`config.mk`:
```
export PLATFORM = sky130hd
export DESIGN_NAME = ais_transmit_framer
export DESIGN_NICKNAME = d
export VERILOG_FILES = /design/src/aisf_pkg.sv /design/src/aisf_fifo.sv /design/src/aisf_front.sv /design/src/aisf_back.sv /design/src/ais_transmit_framer.sv
export SDC_FILE = /design/constraint.sdc
export NUM_CORES = 1
export LEC_CHECK = 0
export BUFFER_PORTS_ARGS = -buffer_cell sky130_fd_sc_hd__buf_4
export CAP_MARGIN = 15
export CORE_MARGIN = 5
export CORE_UTILIZATION = 45
export CTS_CLUSTER_SIZE = 16
export DETAILED_ROUTE_END_ITERATION = 16
export PLACE_DENSITY = 0.68
export SYNTH_ARGS = -nofsm -noshare
export SYNTH_HDL_FRONTEND = slang
export SYNTH_SLANG_ARGS = --single-unit
```
`constraint.sdc`:
```
create_clock -name clk -period 5.1 [get_ports clk]
set_input_delay 1.02 -clock clk [delete_from_list [all_inputs] [get_ports clk]]
set_output_delay 1.02 -clock clk [all_outputs]
set_load 0.01 [all_outputs]
```
`src/aisf_pkg.sv`:
```
// ----------------------------------------------------------------------------
// aisf_pkg
// Shared types and constants for the AIS transmit framer.
// ----------------------------------------------------------------------------
package aisf_pkg;

	localparam int unsigned TRAIN_W = 5;
	localparam logic [TRAIN_W-1:0] TRAIN_MAX = 5'd16;
	localparam logic [TRAIN_W-1:0] TRAIN_RESET = 5'd16;

	localparam logic [15:0] CRC_INIT = 16'hFFFF;
	localparam logic [15:0] CRC_XOROUT = 16'hFFFF;
	localparam logic [15:0] CRC_POLY_REFL = 16'h8408;  // 0x1021 bit-reversed

	localparam logic [2:0] STUFF_PRE = 3'd4;           // fifth one in a row stuffs
	localparam logic [7:0] FLAG_LSB_FIRST = 8'h7E;
	localparam logic [4:0] FLAG_LAST = 5'd7;
	localparam logic [4:0] BYTE_BITS = 5'd8;
	localparam logic [4:0] FCS_BITS = 5'd16;

	typedef struct packed {
		logic [7:0] data_byte;
		logic       last_byte;
	} req_t;

	typedef struct packed {
		logic line_level;
		logic frame_end;
		logic last_of_run;
	} res_t;

	// classified request handed from front to back
	typedef struct packed {
		logic               first;
		logic [TRAIN_W-1:0] train_n;
		logic [7:0]         data;
		logic               last;
	} cmd_t;

	typedef enum logic [2:0] {
		PH_IDLE,
		PH_TRAIN,
		PH_OPEN,
		PH_DATA,
		PH_FCS,
		PH_CLOSE
	} phase_t;

endpackage

```
`src/aisf_fifo.sv`:
```
// ----------------------------------------------------------------------------
// aisf_fifo
// Small register FIFO with fall-through read data.
// ----------------------------------------------------------------------------
module aisf_fifo #(
	parameter int unsigned WIDTH = 8,
	parameter int unsigned DEPTH = 2
) (
	input  logic             clk,
	input  logic             arst_n,
	input  logic             wr_en,
	input  logic [WIDTH-1:0] wr_data,
	input  logic             rd_en,
	output logic [WIDTH-1:0] rd_data,
	output logic             full,
	output logic             empty
);
	localparam int unsigned PW = (DEPTH > 1) ? $clog2(DEPTH) : 1;
	localparam int unsigned CW = $clog2(DEPTH + 1);

	logic [WIDTH-1:0] mem_q [DEPTH];
	logic [PW-1:0]    wr_ptr_q;
	logic [PW-1:0]    rd_ptr_q;
	logic [CW-1:0]    count_q;
	logic             do_wr;
	logic             do_rd;

	assign full    = (count_q == CW'(DEPTH));
	assign empty   = (count_q == '0);
	assign do_wr   = wr_en && !full;
	assign do_rd   = rd_en && !empty;
	assign rd_data = mem_q[rd_ptr_q];

	always_ff @(posedge clk) begin
		if (do_wr) begin
			mem_q[wr_ptr_q] <= wr_data;
		end
	end

	always_ff @(posedge clk or negedge arst_n) begin
		if (!arst_n) begin
			wr_ptr_q <= '0;
			rd_ptr_q <= '0;
			count_q  <= '0;
		end else begin
			if (do_wr) begin
				wr_ptr_q <= (wr_ptr_q == PW'(DEPTH - 1)) ? '0 : wr_ptr_q + 1'b1;
			end
			if (do_rd) begin
				rd_ptr_q <= (rd_ptr_q == PW'(DEPTH - 1)) ? '0 : rd_ptr_q + 1'b1;
			end
			if (do_wr && !do_rd) begin
				count_q <= count_q + 1'b1;
			end else if (do_rd && !do_wr) begin
				count_q <= count_q - 1'b1;
			end
		end
	end

endmodule

```
`src/aisf_front.sv`:
```
// ----------------------------------------------------------------------------
// aisf_front
// Accepts requests, tracks frame boundaries and tags each byte for the back end.
// ----------------------------------------------------------------------------
module aisf_front (
	input  logic                            clk,
	input  logic                            arst_n,
	input  logic                            cfg_valid,
	output logic                            cfg_ready,
	input  logic [aisf_pkg::TRAIN_W-1:0]    cfg_data,
	input  logic                            push,
	input  aisf_pkg::req_t                  request,
	input  logic                            cmd_full,
	output logic                            cmd_push,
	output aisf_pkg::cmd_t                  cmd
);
	import aisf_pkg::*;

	logic [TRAIN_W-1:0] train_len_q;
	logic               in_frame_q;

	assign cfg_ready = 1'b1;
	assign cmd_push  = push && !cmd_full;

	always_comb begin
		cmd.first   = !in_frame_q;
		cmd.train_n = (train_len_q > TRAIN_MAX) ? TRAIN_MAX : train_len_q;
		cmd.data    = request.data_byte;
		cmd.last    = request.last_byte;
	end

	always_ff @(posedge clk or negedge arst_n) begin
		if (!arst_n) begin
			train_len_q <= TRAIN_RESET;
			in_frame_q  <= 1'b0;
		end else begin
			if (cfg_valid && cfg_ready) begin
				train_len_q <= cfg_data;
			end
			if (cmd_push) begin
				in_frame_q <= !request.last_byte;
			end
		end
	end

endmodule

```
`src/aisf_back.sv`:
```
// ----------------------------------------------------------------------------
// aisf_back
// Bit serializer: training, flags, stuffed payload with CRC, FCS, NRZI coding.
// ----------------------------------------------------------------------------
module aisf_back (
	input  logic           clk,
	input  logic           arst_n,
	input  logic           cmd_empty,
	input  aisf_pkg::cmd_t cmd,
	output logic           cmd_pop,
	input  logic           out_full,
	output logic           out_push,
	output aisf_pkg::res_t out_item
);
	import aisf_pkg::*;

	phase_t                phase_q;
	phase_t                phase_d;
	logic [4:0]            cnt_q;
	logic [TRAIN_W-1:0]    train_n_q;
	logic [15:0]           sreg_q;
	logic [15:0]           crc_q;
	logic [15:0]           crc_d;
	logic [2:0]            ones_q;
	logic                  line_q;
	logic                  last_q;
	logic                  stuff_q;

	logic fire;
	logic bit_v;
	logic seg_done;
	logic stuff_new;
	logic run_end;

	assign fire = (phase_q != PH_IDLE) && !out_full;

	// current bit and end-of-segment decode
	always_comb begin
		bit_v     = 1'b0;
		seg_done  = 1'b0;
		stuff_new = 1'b0;
		unique case (phase_q)
			PH_TRAIN: begin
				bit_v    = cnt_q[0];
				seg_done = (cnt_q == train_n_q - 1'b1);
			end
			PH_OPEN, PH_CLOSE: begin
				bit_v    = FLAG_LSB_FIRST[cnt_q[2:0]];
				seg_done = (cnt_q == FLAG_LAST);
			end
			PH_DATA, PH_FCS: begin
				if (stuff_q) begin
					seg_done = (cnt_q == '0);
				end else begin
					bit_v     = sreg_q[0];
					stuff_new = sreg_q[0] && (ones_q == STUFF_PRE);
					seg_done  = (cnt_q == 5'd1) && !stuff_new;
				end
			end
			default: begin
			end
		endcase
	end

	// run ends after a non-final byte or after the closing flag
	assign run_end = seg_done &&
		(((phase_q == PH_DATA) && !last_q) || (phase_q == PH_CLOSE));

	// outputs
	always_comb begin
		out_push             = fire;
		out_item.line_level  = bit_v ? line_q : !line_q;
		out_item.frame_end   = (phase_q == PH_CLOSE) && seg_done;
		out_item.last_of_run = run_end;
		cmd_pop              = !cmd_empty && ((phase_q == PH_IDLE) || (fire && run_end));
	end

	// next phase
	always_comb begin
		phase_d = phase_q;
		if (cmd_pop) begin
			if (!cmd.first) begin
				phase_d = PH_DATA;
			end else if (cmd.train_n == '0) begin
				phase_d = PH_OPEN;
			end else begin
				phase_d = PH_TRAIN;
			end
		end else if (fire && seg_done) begin
			unique case (phase_q)
				PH_TRAIN: phase_d = PH_OPEN;
				PH_OPEN:  phase_d = PH_DATA;
				PH_DATA:  phase_d = last_q ? PH_FCS : PH_IDLE;
				PH_FCS:   phase_d = PH_CLOSE;
				PH_CLOSE: phase_d = PH_IDLE;
				default:  phase_d = PH_IDLE;
			endcase
		end
	end

	// reflected CRC-16 step on payload bits only
	always_comb begin
		crc_d = crc_q;
		if ((phase_q == PH_DATA) && !stuff_q) begin
			crc_d = (crc_q[0] ^ sreg_q[0]) ? ((crc_q >> 1) ^ CRC_POLY_REFL) : (crc_q >> 1);
		end
	end

	always_ff @(posedge clk or negedge arst_n) begin
		if (!arst_n) begin
			phase_q   <= PH_IDLE;
			cnt_q     <= '0;
			train_n_q <= '0;
			sreg_q    <= '0;
			crc_q     <= CRC_INIT;
			ones_q    <= '0;
			line_q    <= 1'b0;
			last_q    <= 1'b0;
			stuff_q   <= 1'b0;
		end else begin
			phase_q <= phase_d;
			if (fire) begin
				line_q <= out_item.line_level;
				unique case (phase_q)
					PH_TRAIN, PH_OPEN, PH_CLOSE: begin
						cnt_q <= seg_done ? '0 : cnt_q + 1'b1;
					end
					PH_DATA, PH_FCS: begin
						crc_q <= crc_d;
						if (stuff_q) begin
							stuff_q <= 1'b0;
							ones_q  <= '0;
						end else begin
							sreg_q  <= sreg_q >> 1;
							cnt_q   <= cnt_q - 1'b1;
							stuff_q <= stuff_new;
							if (!sreg_q[0] || stuff_new) begin
								ones_q <= '0;
							end else begin
								ones_q <= ones_q + 1'b1;
							end
						end
					end
					default: begin
					end
				endcase
				if (seg_done) begin
					if (phase_q == PH_OPEN) begin
						cnt_q <= BYTE_BITS;
					end else if (phase_q == PH_DATA) begin
						cnt_q  <= FCS_BITS;
						sreg_q <= crc_d ^ CRC_XOROUT;
					end
				end
			end
			if (cmd_pop) begin
				sreg_q    <= {8'h00, cmd.data};
				last_q    <= cmd.last;
				train_n_q <= cmd.train_n;
				stuff_q   <= 1'b0;
				cnt_q     <= cmd.first ? 5'd0 : BYTE_BITS;
				if (cmd.first) begin
					crc_q  <= CRC_INIT;
					ones_q <= '0;
					line_q <= 1'b0;
				end
			end
		end
	end

endmodule

```
`src/ais_transmit_framer.sv`:
```
// ----------------------------------------------------------------------------
// ais_transmit_framer
// HDLC transmit framer with CRC-16/X-25 FCS, bit stuffing and NRZI output.
// ----------------------------------------------------------------------------
// Each request is one payload byte plus a last-byte mark; each result is one
// NRZI line bit (a data 0 toggles the line, a 1 holds it). The first byte of
// a frame is preceded by alternating training bits (training_length, capped
// at 16, taken from the register when that byte is accepted) and the 01111110
// opening flag; the line level restarts at 0 for every frame. Payload goes
// out LSB first with a zero stuffed after five ones and feeds the CRC; the
// last byte is followed by the inverted CRC (LSB first, stuffed) and an
// unstuffed closing flag whose final bit carries frame_end. last_of_run marks
// the last bit caused by each request. The back-end serializer emits one line
// bit per cycle unless the result queue is full; a byte in mid-frame is 8 line bits plus
// any stuffed zeros, a first byte adds up to 16 training bits and 8 flag bits, and a
// last byte adds 16 FCS bits, up to 4 stuffed zeros and 8 flag bits. When the
// serializer has gone idle, the cycle in which it loads the next request carries
// no line bit; a request that is already queued is loaded on the last bit of the
// one before it, with no gap. A short
// request queue between the front end and the serializer lets the next byte
// be taken while the current one is still being shifted out, and a small
// result queue absorbs stalls on the pop side. The configuration channel is
// always ready; a write takes effect at the next frame start.
// ----------------------------------------------------------------------------
module ais_transmit_framer #(
	parameter int unsigned CMD_DEPTH = 2,
	parameter int unsigned RES_DEPTH = 2
) (
	input  logic                         clk,
	input  logic                         arst_n,
	// configuration
	input  logic                         cfg_valid,
	output logic                         cfg_ready,
	input  logic [aisf_pkg::TRAIN_W-1:0] cfg_data,
	// request side
	input  logic                         push,
	output logic                         full,
	input  aisf_pkg::req_t               request,
	// result side
	output logic                         empty,
	input  logic                         pop,
	output aisf_pkg::res_t               result
);
	import aisf_pkg::*;

	logic cmd_push;
	logic cmd_pop;
	logic cmd_full;
	logic cmd_empty;
	cmd_t cmd_wr;
	cmd_t cmd_rd;

	logic out_push;
	logic out_full;
	res_t out_item;

	assign full = cmd_full;

	// front end: config register, frame tracking, byte classification
	aisf_front u_front (
		.clk       (clk),
		.arst_n    (arst_n),
		.cfg_valid (cfg_valid),
		.cfg_ready (cfg_ready),
		.cfg_data  (cfg_data),
		.push      (push),
		.request   (request),
		.cmd_full  (cmd_full),
		.cmd_push  (cmd_push),
		.cmd       (cmd_wr)
	);

	// decoupling queue between the two halves
	aisf_fifo #(
		.WIDTH ($bits(cmd_t)),
		.DEPTH (CMD_DEPTH)
	) u_cmd_q (
		.clk     (clk),
		.arst_n  (arst_n),
		.wr_en   (cmd_push),
		.wr_data (cmd_wr),
		.rd_en   (cmd_pop),
		.rd_data (cmd_rd),
		.full    (cmd_full),
		.empty   (cmd_empty)
	);

	// back end: one line bit per cycle while the result queue has room
	aisf_back u_back (
		.clk       (clk),
		.arst_n    (arst_n),
		.cmd_empty (cmd_empty),
		.cmd       (cmd_rd),
		.cmd_pop   (cmd_pop),
		.out_full  (out_full),
		.out_push  (out_push),
		.out_item  (out_item)
	);

	// result queue toward the consumer
	aisf_fifo #(
		.WIDTH ($bits(res_t)),
		.DEPTH (RES_DEPTH)
	) u_res_q (
		.clk     (clk),
		.arst_n  (arst_n),
		.wr_en   (out_push),
		.wr_data (out_item),
		.rd_en   (pop),
		.rd_data (result),
		.full    (out_full),
		.empty   (empty)
	);

`ifndef SYNTHESIS
	// serializer never takes a command that is not there
	a_cmd_pop_valid: assert property (@(posedge clk) disable iff (!arst_n)
		cmd_pop |-> !cmd_empty)
		else $error("command popped from empty queue");

	// serializer never overruns the result queue
	a_res_no_overrun: assert property (@(posedge clk) disable iff (!arst_n)
		out_push |-> !out_full)
		else $error("result pushed into full queue");

	// closing flag always ends the run of its request
	a_frame_end_run: assert property (@(posedge clk) disable iff (!arst_n)
		(out_push && out_item.frame_end) |-> out_item.last_of_run)
		else $error("frame end without end of run");

	// after the closing flag the next bit, if any, starts a new frame
	a_frame_restart: assert property (@(posedge clk) disable iff (!arst_n)
		(out_push && out_item.frame_end) |=> !cmd_pop || cmd_rd.first)
		else $error("frame continued after closing flag");
`endif

endmodule
```
==> impl_metrics.csv <==
group,metric,value,unit
synth,yosysSeqAreaShare,50.8,%
final_layout,drive_above_1_share,17.4,%
critical_path,critical_path_class,"flip-flop to flip-flop",
synth,ys_ff_latch,101,
clocking,htree_num_levels,3,
floorplanning,ios,25,
clocking,hold_buffers,0,
route,wl,11100,µm
synth,synthesis.nets,544,
synth,syn_area_per_cell,10.4,µm²
pwr,irDropWorstVdd,0.261,mV
synth,syn-cell-area,5380,µm²
placement,placed_area,5610,µm²
critical_path,crit_start,"u_back.phase_q[2]",
clocking,postCtsResizedCells,0,
route,drt_pass1_iterations,5,
critical_path,ff2ff_path_depth,10,
synth,yosys.area.top_type_share,22.3,%
final_layout,n_antenna_cell,0,
critical_path,crit_chain,"and3b_1 -> a21oi_1 -> nor2b_1 -> and2_1 -> o21ai_4 -> nand2_2 -> inv_2 -> ha_1 -> nor2_1 -> xor2_1",
grt,grt_start_max_net_pins,66,
final_layout,nets,551,
final_layout,nFillCells,1073,
critical_path,r2r_start,"u_back.phase_q[2]",
placement,io_buffer_count,23,
critical_path,slowest_delay,0.67,ns
critical_path,required,5.36,ns
grt,grt_pass1_vias,3746,
synth,synthCells,517,
critical_path,slowest_stage,"dfrtp_1",
sta,max_freq,281,MHz
grt,grt_first_pass_wirelength,18900,µm
sta,skew,0.00965,ns
route,dr.first_iter.drc_count,240,
synth,synth_ff_type,"dfrtp_1",
sta,worst_pin_slew,0.945,ns
synth,async_flop_share,64.4,%
sta,slew_violations,0,
clocking,cts_buffers,9,
critical_path,critPathLaunchType,"flip-flop",
floorplanning,row_count,40,
clocking,cts_root_buffer,"clkbuf_16",
route,wl_per_cell,16.4,µm
sta,period_needed,3.56,ns
worst_hold_path,min_from,"u_front.in_frame_q",
synth,synth.area.top_cells,"dfrtp_1, edfxtp_1, dfstp_2, nand2_1, mux2_2",
critical_path,critPathCaptureType,"flip-flop",
sta,setup_viol,0,
critical_path,endpoint,"u_cmd_q.count_q[1]",
status,outcome,"finished clean",
worst_hold_path,worstHoldPathType,"flip-flop to flip-flop",
sta,rsz0062_at_grt,"no",
critical_path,crit_buf_inv,1,
synth,synth_enable_flop_cells,36,
critical_path,r2r_end,"u_cmd_q.count_q[1]",
floorplanning,die_area,14200,µm²
route,drcViolationCount,0,
clocking,clockBufferDepth,2,
grt,antenna_found_initial,0,
critical_path,critPathMaxFanout,25,
critical_path,critPathTopFamily,"simple AND/OR/NAND/NOR gates",
placement,pre_cts_ws,1.57,ns
clocking,clkSinkCount,101,
synth,ys_warn_count,0,
grt,gr-usage-all-layers,16.3,%
pwr,powerDensity,719,nW/µm²
critical_path,worst_ep_arrival_time,3.82,ns
sta,hold_viol,0,
critical_path,critical_path_cell_count,10,
floorplanning,core_area,11900,µm²
sta,setup_ws,1.54,ns
floorplanning,die_y,119,µm
synth,ys_types,68,
clocking,cts_setup_buffers,0,
floorplanning,start_util,45.3,%
placement,gp_congestion,0.921,
flow_run,cap_violations,0,
floorplanning,fp.dieW,119,µm
sta,period_share,69.8,%
critical_path,r2r_slack,1.54,ns
route,detail-route-antenna-nets,0,
sta,slew-limit-headroom,36.3,%
route,viasPerCell,5.70,
clocking,cts_tree,"yes",
route,vias,3855,
sta,fin_setup_tns,0,ns
final_layout,area_growth,10.2,%
final_layout,final_area,5920,µm²
pwr,power.static_leakage,2.42,nW
clocking,cts.clk_slew.worst_paths,0.08,ns
clocking,worstSkewPairLatency,0.35,ns
synth,synth_top_area_cell,"dfrtp_1",
grt,grt_overflow,0,
placement,dpl.hpwl,7910,µm
## cell families (layout without fill, tap and decap cells)
| logic type | after synthesis | count (layout) | share of synthesized area, % |
|---|---|---|---|
| and+or+nand+nor | 188 | 188 | 16.6 |
| AOI/OAI and AO/OA | 117 | 117 | 16.0 |
| DFF | 101 | 101 | 50.8 |
| buffers and inverters | 45 | 57 | 3.75 |
| muxes | 37 | 37 | 7.49 |
| xor gates and xnor gates | 20 | 20 | 3.51 |
| adders and majority gates | 8 | 8 | 1.86 |
| other | 1 | 1 | 0.0697 |
## worst min-delay path by stage
stage                         end  slack (ns)  cells past startpoint
2_1_floorplan  u_front.in_frame_q        0.45                      2
4_1_cts        u_front.in_frame_q        0.49                      2
3_5_place_dp   u_front.in_frame_q        0.48                      2
5_1_grt        u_front.in_frame_q        0.52                      2
3_3_place_gp   u_front.in_frame_q        0.47                      2
6_report       u_front.in_frame_q        0.49                      2
## placed cells by master (no fill, tap or decap), types with 12 or more instances in the layout
master,count
buf_4,26
inv_1,12
mux2i_1,17
dfrtp_1,48
nand2_1,80
o21ai_0,13
mux2_2,18
nand3_1,22
a21oi_1,21
edfxtp_1,36
nor2_1,34
dfstp_2,17
## stage by stage
step / instances / util (%) / total power, mW / hold slack, ns
2_1_floorplan: 517 / - / 3.08 / 0.450
3_5_place_dp: 659 / 47.3 / 3.55 / 0.477
5_1_grt: 676 / 49.9 / 4.58 / 0.515
4_1_cts: 675 / 49.8 / 4.27 / 0.493
3_3_place_gp: 659 / 47.3 / 3.50 / 0.471
6_report: 676 / 49.9 / 4.26 / 0.491
## sequential cells by signal (all words and copies together) (netlist names), 2 cells and up
name	count
u_back.cnt_q	5
u_back.crc_q	16
u_back.ones_q	3
u_back.phase_q	3
u_back.sreg_q	16
u_back.train_n_q	5
u_cmd_q.count_q	2
u_cmd_q.mem_q	30
u_front.train_len_q	5
u_res_q.count_q	2
u_res_q.mem_q	6
## worst register-to-register path, delay by kind of cell, from the launching register on
family | cells | cell delay [ns]
simple gates | 5 | 1.03
compound gates | 2 | 0.88
flops | 1 | 0.67
buf+inv | 1 | 0.38
fa+ha+maj | 1 | 0.35
xor+xnor | 1 | 0.17
## layout make-up
type / count / area, µm² / share of cell area [%]
Sequential cell: 101 / 2730 / 46.1
Inverter: 14 / 52.6 / 0.887
Timing Repair Buffer: 27 / 206 / 3.49
Clock buffer: 9 / 225 / 3.80
Clock inverter: 7 / 80.1 / 1.35
Multi-Input combinational cell: 371 / 2450 / 41.3
Tap cell: 147 / 184 / 3.11
## where the power goes
| group | internal (mW) | switching (mW) | total, mW |
|---|---|---|---|
| registers | 1.26 | 0.333 | 1.59 |
| logic | 0.891 | 1.07 | 1.96 |
| clock network | 0.389 | 0.322 | 0.710 |
## cells in the mapped netlist (6+ instances only)
master      n
nand2_1    80
dfrtp_1    48
edfxtp_1   36
nor2_1     34
nand3_1    22
a21oi_1    21
clkbuf_1   18
mux2_2     18
dfstp_2    17
mux2i_1    17
o21ai_0    13
inv_1      12
o211ai_1   11
o21ai_1    11
xnor2_1    11
ha_1        8
nor2b_1     8
o31ai_1     8
xor2_1      8
o31a_1      7
a2bb2oi_1   6
nand2b_1    6
o221a_1     6
## metal layers
layer  global-route usage [%]  share of wire [%]  vias to the layer above
met5                        0                  0                        -
met4                     6.59                2.3                        0
met2                     25.8                 47                       96
met1                     22.0                 46                     1848
met3                     3.51                5.0                       18
li1                         -                  -                     1893
Power figures use the tool's default switching activity.
